File: config.mk
export PLATFORM = sky130hd
export DESIGN_NAME = wsp_queue
export DESIGN_NICKNAME = d
export VERILOG_FILES = /design/src/rtl/wsp_pkg.sv /design/src/rtl/wsp_queue.sv
export SDC_FILE = /design/constraint.sdc
export NUM_CORES = 1
export LEC_CHECK = 0
export BUFFER_PORTS_ARGS = -buffer_cell sky130_fd_sc_hd__buf_2
export CORE_ASPECT_RATIO = 1.4
export CORE_MARGIN = 3
export CORE_UTILIZATION = 30
export DETAILED_ROUTE_END_ITERATION = 6
export PLACE_DENSITY = 0.45
export SLEW_MARGIN = 40
export SYNTH_ARGS = -nofsm -noshare
export SYNTH_HDL_FRONTEND = slang
export SYNTH_SLANG_ARGS = --single-unit
export TNS_END_PERCENT = 50
File: constraint.sdc
create_clock -name clk -period 3.1 [get_ports clk]
set_input_delay 0 -clock clk [delete_from_list [all_inputs] [get_ports clk]]
set_output_delay 0 -clock clk [all_outputs]
set_load 0.01 [all_outputs]
File: src/rtl/wsp_pkg.sv
// Shared types and constants of the world-to-screen projection unit.
package wsp_pkg;

	localparam int FracBits = 16;
	localparam int QW       = 32;
	localparam int DivW     = QW + FracBits + 1;   // signed dividend width
	localparam int WMin     = ((1 << FracBits) + 50) / 100;
	localparam int NumRegs  = 8;
	localparam int CfgIdxW  = 3;
	localparam int CfgDataW = 64;
	localparam int QueueDepth = 4;
	localparam int QPtrW      = 2;

	typedef enum logic [CfgIdxW-1:0] {
		REG_X0   = 3'd0,
		REG_X1   = 3'd1,
		REG_Y0   = 3'd2,
		REG_Y1   = 3'd3,
		REG_W0   = 3'd4,
		REG_W1   = 3'd5,
		REG_ORG  = 3'd6,
		REG_SIZE = 3'd7
	} cfg_reg_t;

	typedef struct packed {
		logic signed [QW-1:0] cx;
		logic signed [QW-1:0] cy;
		logic signed [QW-1:0] cw;
		logic                 vis;
	} clip_t;

	typedef struct packed {
		logic signed [QW-1:0] sx;
		logic signed [QW-1:0] sy;
		logic                 vis;
	} screen_t;

	function automatic logic signed [QW-1:0] sat_q(input logic signed [95:0] v);
		logic signed [95:0] hi;
		logic signed [95:0] lo;
		hi = 96'sd2147483647;
		lo = -96'sd2147483648;
		if (v > hi) return QW'(hi);
		if (v < lo) return QW'(lo);
		return v[QW-1:0];
	endfunction

endpackage

File: src/rtl/wsp_queue.sv
// Small FIFO between the front and back ends.
module wsp_queue import wsp_pkg::*; (
	input  logic  clk,
	input  logic  arst_n,
	input  logic  wr_valid,
	output logic  wr_ready,
	input  clip_t wr_data,
	output logic  rd_valid,
	input  logic  rd_ready,
	output clip_t rd_data
);

	clip_t            mem_q [QueueDepth];
	logic [QPtrW-1:0] wp_q, rp_q;
	logic [QPtrW:0]   cnt_q;
	logic             wr, rd;

	assign wr_ready = cnt_q != (QPtrW+1)'(QueueDepth);
	assign rd_valid = cnt_q != '0;
	assign wr = wr_valid && wr_ready;
	assign rd = rd_valid && rd_ready;
	assign rd_data = mem_q[rp_q];

	always_ff @(posedge clk or negedge arst_n) begin
		if (!arst_n) begin
			wp_q <= '0; rp_q <= '0; cnt_q <= '0;
		end else begin
			if (wr) wp_q <= wp_q + 1'b1;
			if (rd) rp_q <= rp_q + 1'b1;
			cnt_q <= cnt_q + (QPtrW+1)'(wr) - (QPtrW+1)'(rd);
		end
	end

	always_ff @(posedge clk) begin
		if (wr) mem_q[wp_q] <= wr_data;
	end

endmodule

# After elaboration in Yosys (flattened, before gate mapping)
# Memory sizes are Yosys's and may differ from the RTL's.
# Index checks and enable logic that the tools add are counted.
[op_classes]
n_reduce_logical = 3
n_eq_ne = 1
addsub = 4
mux = 2
[op_table]
columns = ["op", "count"]
rows = [
  ["2-bit by 1-bit adder with 2-bit output, second input constant", 2],
  ["3-bit by 1-bit adder with 3-bit output", 1],
  ["3-bit inequality test, second input constant", 1],
  ["3-bit nonzero test", 1],
  ["3-bit by 1-bit subtractor with 3-bit output", 1],
  ["1-bit logical AND", 2],
  ["1-bit two-way mux", 2],
]
[word_totals]
memories = 1
output_inout_bits = 99
regBits = 7
ram_bits = 388
word_cells = 14
in_bits = 101
[memory_table]
columns = ["name", "words", "width", "read_ports", "rd_ports_with_merged_regs", "wr", "line", "rtl"]
rows = [
  ["mem_q", 4, 97, 1, 0, 1, "wsp_queue.sv:13", "clip_t mem_q [QueueDepth];"],
]

# Longest topological paths before layout
# Gate-level depths: netlist (run 1).
[logic_depth]
word_depth = 4
ltp_mapped = 9
ltp_nobuf = 9

# Worst setup path after synthesis (run 1)
# OpenSTA, ideal clock, no wires.
[synth_timing]
path_kind = "register to register"
from = "register cnt_q[2]"
to = "memory mem_q[0][0] (netlist bit), enable pin"
setup_slack_ps = -359
synth_period_minus_slack_ps = 3459
path_stages_with_launch = 3
t_required_ps = 2633
arrival_time_ps = 2992
setup_ps = 467
path_buffers = 0
cell_sequence = "dfrtp_1 -> nor3b_1 -> and3b_1"
[synth_between]
elab_chain_cells = 4
[synth_rtl]
columns = ["item", "line", "rtl"]
rows = [
  ["from (decl)", "wsp_queue.sv:15", "logic [QPtrW:0] cnt_q;"],
  ["from (signal assigned)", "wsp_queue.sv:30", "cnt_q <= cnt_q + (QPtrW+1)'(wr) - (QPtrW+1)'(rd);"],
  ["3-bit inequality test", "wsp_queue.sv:18", "assign wr_ready = cnt_q != (QPtrW+1)'(QueueDepth);"],
  ["1-bit logical AND", "wsp_queue.sv:20", "assign wr = wr_valid && wr_ready;"],
  ["1-bit two-way mux", "wsp_queue.sv:35", "if (wr) mem_q[wp_q] <= wr_data;"],
  ["1-bit two-way mux (not written as such)", "wsp_queue.sv:35", ""],
  ["to (decl)", "wsp_queue.sv:13", ""],
]
# Every way passes these cells.

# Worst setup path after layout (run 1)
[layout_timing]
from = "register cnt_q[1]"
to = "register cnt_q[2]"
[layout_between]
elab_chain_cells = 4
word_cells_on_any_way = 6
cone_classes = "2 x add/sub; 1 x eq/ne; 3 x reduce/logical"
[layout_rtl]
columns = ["item", "line"]
rows = [
  ["3-bit inequality test", "wsp_queue.sv:18"],
  ["1-bit logical AND", "wsp_queue.sv:20"],
  ["3-bit by 1-bit adder with 3-bit output", "wsp_queue.sv:30"],
  ["3-bit by 1-bit subtractor with 3-bit output (*)", "wsp_queue.sv:30"],
]
# Every way passes the cells marked *; elsewhere a longest branch is shown, timed or not.
# A chain may end at the register's enable or synchronous reset.

==> results of run 1 <==
-- critical path: stages, from the launching register on --
cell and delay [ps]:
dfrtp_1 470, nor3b_1 660, nand2b_1 200, ha_1 230, inv_1 60, ha_1 130, inv_1 50, fa_1 400
xnor2_1 150, xnor2_1 130
-- power breakdown --
part           total [mW]  switching, mW  internal [mW]
registers            7.39          0.345           7.04
logic                4.92           2.66           2.26
clock network        4.58           1.90           2.68
-- routing by layer --
layer,wire length [um],share of wire,track usage
met5,13,0.00042,0
met4,721,0.023,0.0443
met3,1270,0.041,0.0239
met2,17400,0.57,0.229
met1,11300,0.37,0.135
-- kinds of logic (layout without fill, tap and decap cells) --
family / Yosys count / in the layout / share of synthesized area
mux: 97 / 97 / 0.151
fa+ha+maj: 7 / 7 / 0.00659
buf+inv: 28 / 389 / 0.0108
simple gates: 13 / 13 / 0.00694
flops: 395 / 395 / 0.820
other cells: 0 / 3 / 0
xor+xnor: 4 / 4 / 0.00243
compound gates: 4 / 4 / 0.00225
-- worst paths after layout --
kind / startpoint / end / slack, ps / cells past startpoint
worst max-delay path: cnt_q[1] / cnt_q[2] / 510 / 9
worst min-delay path: wr_data[56] / mem_q[1][56] / 220 / 2
min in group asynchronous: arst_n / wp_q[1] / 440 / 3
worst max register to register: cnt_q[1] / cnt_q[2] / 510 / 9
max in group asynchronous: arst_n / rp_q[0] / 2380 / 3
worst min register to register: wp_q[1] / wp_q[1] / 620 / 2
-- area by class of cell --
type | count | area share
inverter | 6 | 0.00122
antenna | 3 | 0.000405
timing repair buffer | 309 | 0.117
multi-input combinational | 125 | 0.133
sequential | 395 | 0.639
clock buffer | 50 | 0.0572
clock inverter | 24 | 0.0103
tap | 624 | 0.0422
-- registers in the layout, summed over array words and instances, names as in the netlist --
| name | cells |
|---|---|
| mem_q | 388 |
| cnt_q | 3 |
| rp_q | 2 |
| wp_q | 2 |
-- timing repair --
| action | in CTS | in global routing |
|---|---|---|
| hold endpoints to repair | 399 | 0 |
| hold buffers | 101 | 0 |
| resized for setup | 0 | 0 |
| setup endpoints to repair | 0 | 0 |
-- through the flow --
step | TNS [ps] | instances | utilization | instance area [um2] | hold WS [ps]
floorplan | -69470 | 548 | - | 14400 | -296
global placement | 0 | 1357 | 0.343 | 16200 | -156
detailed placement | 0 | 1358 | 0.344 | 16300 | -145
CTS | 0 | 1533 | 0.392 | 18500 | 178
global route | 0 | 1536 | 0.392 | 18500 | 201
finish | 0 | 1536 | 0.392 | 18500 | 217
-- synth_stat cells --
master	number	area, um2
buf_2	12	60.1
o31a_1	1	8.76
xnor2_1	3	26.3
or3_1	1	6.26
clkbuf_1	6	22.5
edfxtp_1	388	11700
nand4bb_1	2	22.5
nor3b_1	1	7.51
nand2_1	1	3.75
fa_1	1	20.0
nand2b_1	4	25.0
dfrtp_1	7	175
o311ai_0	1	8.76
and3b_1	4	35.0
o211ai_1	2	15.0
ha_1	6	75.1
inv_1	6	22.5
buf_6	2	22.5
buf_12	1	20.0
mux4_2	97	2180
buf_4	1	7.51
xor2_1	1	8.76
==> out/results.txt, run 1 <==
Status: finished, final reports clean
Commonest non-fill, non-tap cell in the layout: edfxtp_1
Count of port buffers added during placement: 199
Setup crit end kind: register
First-pass GRT wire length: 46800 um
Longest Clk Path Bufs: 3
Total track usage: 0.122
Global placement routability congestion: 0.714
Syn Nets: 656
Max Cap Viol: 0
Maximum clock rate: 387 MHz
Post-DRT Antenna Nets: 0
Min Tclk post-route: 2590 ps
Slew Viols, Final: 0
Setup crit start kind: register
Vias in the first global route: 7778
Worst slew margin: 0.511
Yosys reg bits: 395
Area Growth Syn to Fin: 28.4%
Yosys cell types: 22
DP Worst Slack: 469 ps
Site row count: 94
Core ar.: 47300 um2
Pwr Total: 16.9 mW
CP Max Fanout: 8
Vias: 6803
CTS tree: done
Initial antenna violation count: 4
Reg area: 11800 um2
PD cells: 912 nW/um2
Filler Cell Count: 4331
Skew-Pair Late Insertion Delay: 530 ps
Detailed Routing Iterations Pass 1: 4
Final wirelength: 30700 um
H-tree lvl count: 2
Routed WL per cell: 20.0 um
DR vias/cell: 4.43
Leakage: 6.27 nW
CTS clk-pin slew, worst paths: 60 ps
Multi-input gate area: 2460 um2
Sequential area share after synthesis: 0.820
GR Overflow Total: 0
Nets@finish: 985
RSZ-0062 raised after global routing: false
Postcts setup bufs: 0
Mapped Cells: 548
Clock skew: 17.2 ps
Worst Path Required: 3500 ps
Initial Util: 0.305
Endpoints failing setup: 0
Share of layout cells above drive strength 1: 0.403
Most frequent cells in the layout: edfxtp_1, buf_2, dlygate4sd3_1, mux4_2, clkbuf_16
First-iteration detailed-routing DRC count: 262
Clk root buf: clkbuf_16
Die area: 50800 um2
Top-level I/O count: 200
Worst slew pin tran: 732 ps
Largest net degree at the start of global routing: 73
Die X: 191 um
CP Class: reg -> reg
Die Y: 265 um
Final WS setup: 514 ps
Sink Count: 395
Mean post-synth cell area: 26.3 um2
Arr. time, crit path: 2980 ps
Final worst path period share: 0.834
DRC Markers: 0
Worst VDD drop: 0.000491 V
DP HPWL: 18500 um
Yosys warnings: 0
Worst min path class: in -> reg
Num CTS Buffers: 40
Cell Area, Synth: 14400 um2
Final Hold Fails: 0
(Power assumes the default switching activity.)
==> run 2: changes to the inputs <==
==> constraint.sdc (replaced) <==
create_clock -name clk -period 2.2 [get_ports clk]
set_input_delay 0 -clock clk [delete_from_list [all_inputs] [get_ports clk]]
set_output_delay 0 -clock clk [all_outputs]
set_load 0.01 [all_outputs]
==> out/results.txt, run 2 (synthesized netlist as in run 1, its figures left out) <==
Clock power frac: 0.272
Setup crit start kind: register
Global placement routability congestion: 0.680
Int Pwr: 17.3 mW
Power share of the combinational group: 0.309
Setup TNS: 0 ps
Sw Share: 0.293
Arr. time, crit path: 2480 ps
Placed cell areas: 16500 um2
Leakage: 6.40 nW
CP delay by family, top: adder cells
CP Class: reg -> reg
CTS clk-pin slew, worst paths: 60 ps
Hold path start: wr_data[38]
Largest register FFs: 388
Top-level I/O count: 200
Clock skew: 15.4 ps
Post-DRT Antenna Nets: 0
Skew-Pair Late Insertion Delay: 530 ps
Endpoints failing setup: 0
Hold WS: 220 ps
RSZ-0062 raised after global routing: false
Worst VDD drop: 0.000698 V
Die X: 191 um
Total track usage: 0.126
Final worst path period share: 0.942
Most frequent cells in the layout: edfxtp_1, buf_2, dlygate4sd3_1, mux4_2, clkbuf_16
Site row count: 94
Fin area: 18800 um2
Max Cap Viol: 0
Num CTS Buffers: 40
Die Y: 265 um
Critical Path, Cell by Cell: o31a_1 > ha_1 > inv_1 > ha_1 > inv_1 > fa_2 > xnor2_2 > xnor2_1
Pwr Total: 24.5 mW
Largest net degree at the start of global routing: 45
DP HPWL: 20100 um
Bufs and invs on worst path: 2
Min Tclk post-route: 2070 ps
DR vias/cell: 4.51
RR Startpoint: cnt_q[1]
First-iteration detailed-routing DRC count: 307
Maximum clock rate: 482 MHz
Detailed Routing Iterations Pass 1: 4
Initial antenna violation count: 2
Nets@finish: 1002
CP Max Fanout: 5
Worst Path Required: 2600 ps
Longest Clk Path Bufs: 3
Core ar.: 47300 um2
Commonest non-fill, non-tap cell in the layout: edfxtp_1
Crit. Startpoint: cnt_q[1]
Routed WL per cell: 20.6 um
CTS tree: done
Share of layout cells above drive strength 1: 0.426
Final Hold Fails: 0
Vias: 6996
Setup crit end kind: register
Initial Util: 0.305
GR Overflow Total: 0
Vias in the first global route: 7821
CP max stage delay: 430 ps
Worst slew margin: 0.672
First-pass GRT wire length: 48000 um
Worst min path class: in -> reg
Util after Layout: 0.398
Slew Viols, Final: 0
Worst slew pin tran: 492 ps
Clk root buf: clkbuf_16
Die area: 50800 um2
Count of port buffers added during placement: 199
Switch Pwr: 7.18 mW
Final wirelength: 32000 um
DRC Markers: 0
H-tree lvl count: 2
Largest regs: mem_q x388, cnt_q x3
Sequential power share: 0.419
Status: finished, final reports clean
Worst path slowest cell: dfrtp_1
Sink Count: 395
Top reg by flops: mem_q
PD cells: 1300 nW/um2
Area Growth Syn to Fin: 30.6%
[run 2: cell types whose count changed in the layout (fill, tap and decap cells not counted), moves of 2 or more]
cell	change
buf_12	+10
buf_4	+7
clkbuf_1	-5
clkinvlp_4	+5
clkinv_1	-3
clkinv_2	-2
dfrtp_1	-2
dfrtp_2	+2
[run 2: final timing paths]
check	to	slack (ps)	cells past startpoint
setup / recovery	cnt_q[2]	130	8
hold / removal	mem_q[2][38]	220	2
setup reg to reg	cnt_q[2]	130	8
hold reg to reg	cnt_q[0]	600	1
max in group asynchronous	rp_q[1]	1460	3
min in group asynchronous	wp_q[0]	450	3
[run 2: area by class of cell]
cell class                      count  area [um2]
Fill cell                        4281       28400
Inverter                            6        22.5
Sequential cell                   395       11800
Antenna cell                        2        5.00
Timing Repair Buffer              326        2420
Tap cell                          624         781
Multi-Input combinational cell    125        2480
Clock buffer                       45        1040
Clock inverter                     27         254
[run 2: repair_timing]
item / 4_1_cts / 5_1_grt
pin swaps: 0 / 1
gates resized for setup: 1 / 7
endpoints found under the setup margin: 23 / 9
cloned: 0 / 0
setup buffers: 0 / 2
hold buffers: 101 / 0
hold endpoints to repair: 399 / 0
[run 2: routing by layer]
| metal | up-vias | share of wire | track usage |
|---|---|---|---|
| met4 | 0 | 0.020 | 0.0371 |
| li1 | 3073 | - | - |
| met3 | 53 | 0.043 | 0.0244 |
| met2 | 146 | 0.54 | 0.227 |
| met1 | 3724 | 0.40 | 0.152 |
| met5 | - | 0 | 0 |
[run 2: per-stage QoR]
stage / setup slack [ps] / instances
floorplan: -161 / 548
global placement: 113 / 1373
detailed placement: 86.4 / 1373
CTS: 0.875 / 1546
global route: 32.5 / 1548
finish: 127 / 1550
[run 2: power groups by stage]
stage,Combinational [mW],Sequential [mW],Clock [mW]
floorplan,4.44,10.3,0
global placement,7.57,10.3,0
detailed placement,7.65,10.4,0
CTS,7.84,10.3,6.88
global route,8.20,10.4,7.23
finish,7.57,10.3,6.66
==> run 3: changes to the inputs <==
--- a/config.mk
+++ b/config.mk
@@ -6,11 +6,12 @@
 export NUM_CORES = 1
 export LEC_CHECK = 0
 export BUFFER_PORTS_ARGS = -buffer_cell sky130_fd_sc_hd__buf_2
+export CAP_MARGIN = 20
 export CORE_ASPECT_RATIO = 1.4
 export CORE_MARGIN = 3
-export CORE_UTILIZATION = 30
+export CORE_UTILIZATION = 51
 export DETAILED_ROUTE_END_ITERATION = 6
-export PLACE_DENSITY = 0.45
+export PLACE_DENSITY = 0.71
 export SLEW_MARGIN = 40
 export SYNTH_ARGS = -nofsm -noshare
 export SYNTH_HDL_FRONTEND = slang
==> out/results.txt, run 3 (synthesized netlist as in run 1, its figures left out) <==
WHS Endpoint: mem_q[0][87]
RR Startpoint: cnt_q[1]
H-tree lvl count: 2
Area Growth Syn to Fin: 27.3%
Post-Place Cells: 1115
Nets@finish: 996
Multi-input gate area: 2480 um2
Post-Layout Cell Count: 1283
Placed cell areas: 16000 um2
Global placement routability congestion: 0.733
Worst slew pin tran: 449 ps
GR Overflow Total: 0
CTS tree: done
DRC Markers: 0
Largest regs: mem_q x388, cnt_q x3
Filler Cell Count: 1855
Total track usage: 0.190
Max Cap Viol: 0
Hold path start: wr_data[87]
Routed WL per cell: 22.3 um
Top reg by flops: mem_q
Maximum clock rate: 466 MHz
Die area: 30400 um2
DP HPWL: 17000 um
Switch Pwr: 6.82 mW
Min Tclk post-route: 2150 ps
Final Hold Fails: 0
Skew-Pair Late Insertion Delay: 520 ps
Reg area: 11800 um2
Endpoints failing setup: 0
Post-DRT Antenna Nets: 0
Final worst path period share: 0.976
Share of layout cells above drive strength 1: 0.418
Top-level I/O count: 200
Fin area: 18400 um2
CP Class: reg -> reg
N_diodes: 0
Setup crit end kind: register
Clock skew: 11.4 ps
Worst VDD drop: 0.000883 V
First-pass GRT wire length: 43900 um
Initial Util: 0.520
Util after Layout: 0.662
Most frequent cells in the layout: edfxtp_1, buf_2, dlygate4sd3_1, mux4_2, clkbuf_16
Largest net degree at the start of global routing: 57
Clock power frac: 0.267
Arr. time, crit path: 2550 ps
Detailed Routing Iterations Pass 1: 4
Count of port buffers added during placement: 199
Commonest non-fill, non-tap cell in the layout: edfxtp_1
Num CTS Buffers: 38
CTS clk-pin slew, worst paths: 60 ps
Setup TNS: 0 ps
Site row count: 72
Leakage: 6.36 nW
CP Max Fanout: 5
First-iteration detailed-routing DRC count: 451
Final wirelength: 28600 um
Reg-to-reg endpoint: cnt_q[2]
Worst Path Required: 2600 ps
Status: finished, final reports clean
Slew Viols, Final: 0
Longest Clk Path Bufs: 3
Sw Share: 0.283
Core ar.: 27700 um2
Setup crit start kind: register
Initial antenna violation count: 1
Clk root buf: clkbuf_16
Largest register FFs: 388
Hold path cells: 2
Worst slew margin: 0.697
Reg2Reg Depth: 8
DR vias/cell: 5.44
Worst min path class: in -> reg
Sequential power share: 0.432
Die Y: 205 um
Power share of the combinational group: 0.301
Int Pwr: 17.2 mW
Vias: 6981
Vias in the first global route: 7812
Die X: 148 um
PD cells: 1310 nW/um2
Sink Count: 395
R2R Setup Slk: 50 ps
==> run 3: cell count changes in the layout (fill, tap and decap cells not counted), sizes merged <==
| cell | previous run | this run |
|---|---|---|
| clkinvlp | 5 | 1 |
| buf | 225 | 220 |
| inv | 9 | 8 |
| clkinv | 15 | 8 |
| clkbuf | 45 | 51 |
| diode | 2 | 0 |
==> run 3: routing by layer <==
metal | part of all wire | global-route usage
met3 | 0.048 | 0.0412
met1 | 0.37 | 0.222
met4 | 0.028 | 0.0716
met5 | 0.00024 | 0
met2 | 0.56 | 0.345
==> run 3: repair_timing <==
action | CTS | global route
endpoints found under the setup margin | 8 | 20
setup buffers | 0 | 1
resized for setup | 3 | 7
hold endpoints to repair | 399 | 0
cloned | 0 | 1
hold buffers | 101 | 0
==> run 3: how the worst max path moves through the flow <==
stage	startpoint	to	slack, ps	cells after the start
after global placement	cnt_q[2]	cnt_q[2]	150	9
after floorplan	cnt_q[2]	mem_q[0][0]	-160	2
final	cnt_q[1]	cnt_q[2]	50	8
after global routing	cnt_q[2]	cnt_q[2]	-30	9
after detailed placement	cnt_q[2]	cnt_q[2]	40	9
after CTS	rp_q[0]	rd_data[27]	3	3
==> run 3: power groups by stage <==
stage | Clock (mW) | Sequential [mW] | Combinational [mW]
after global routing | 6.89 | 10.5 | 7.78
after CTS | 6.58 | 10.4 | 7.28
final | 6.43 | 10.4 | 7.25
after detailed placement | 0 | 10.5 | 7.06
after global placement | 0 | 10.4 | 6.93
after floorplan | 0 | 10.3 | 4.44
==> run 3: per-stage QoR <==
step / power, mW / hold slack (ps) / setup slack, ps
2_1_floorplan: 14.8 / -296 / -161
3_3_place_gp: 17.3 / -160 / 151
3_5_place_dp: 17.6 / -154 / 43.7
4_1_cts: 24.2 / 197 / 3.10
5_1_grt: 25.2 / 222 / -34.0
6_report: 24.1 / 228 / 52.9
==> run 3: layout make-up <==
| class | instances | share of cell area |
|---|---|---|
| repair buffers | 322 | 0.126 |
| clock buffers | 50 | 0.0577 |
| flip-flops and latches | 395 | 0.644 |
| well taps | 370 | 0.0252 |
| inverters | 6 | 0.00123 |
| multi-input cells | 125 | 0.135 |
| clock inverters | 15 | 0.00987 |
==> run 3: worst max-delay path, cell delays in order (launching register included) <==
cell	delay (ps)
dfrtp_2	440
o31a_1	340
ha_1	280
inv_1	70
ha_1	140
inv_1	60
fa_2	380
xnor2_2	160
xnor2_2	150
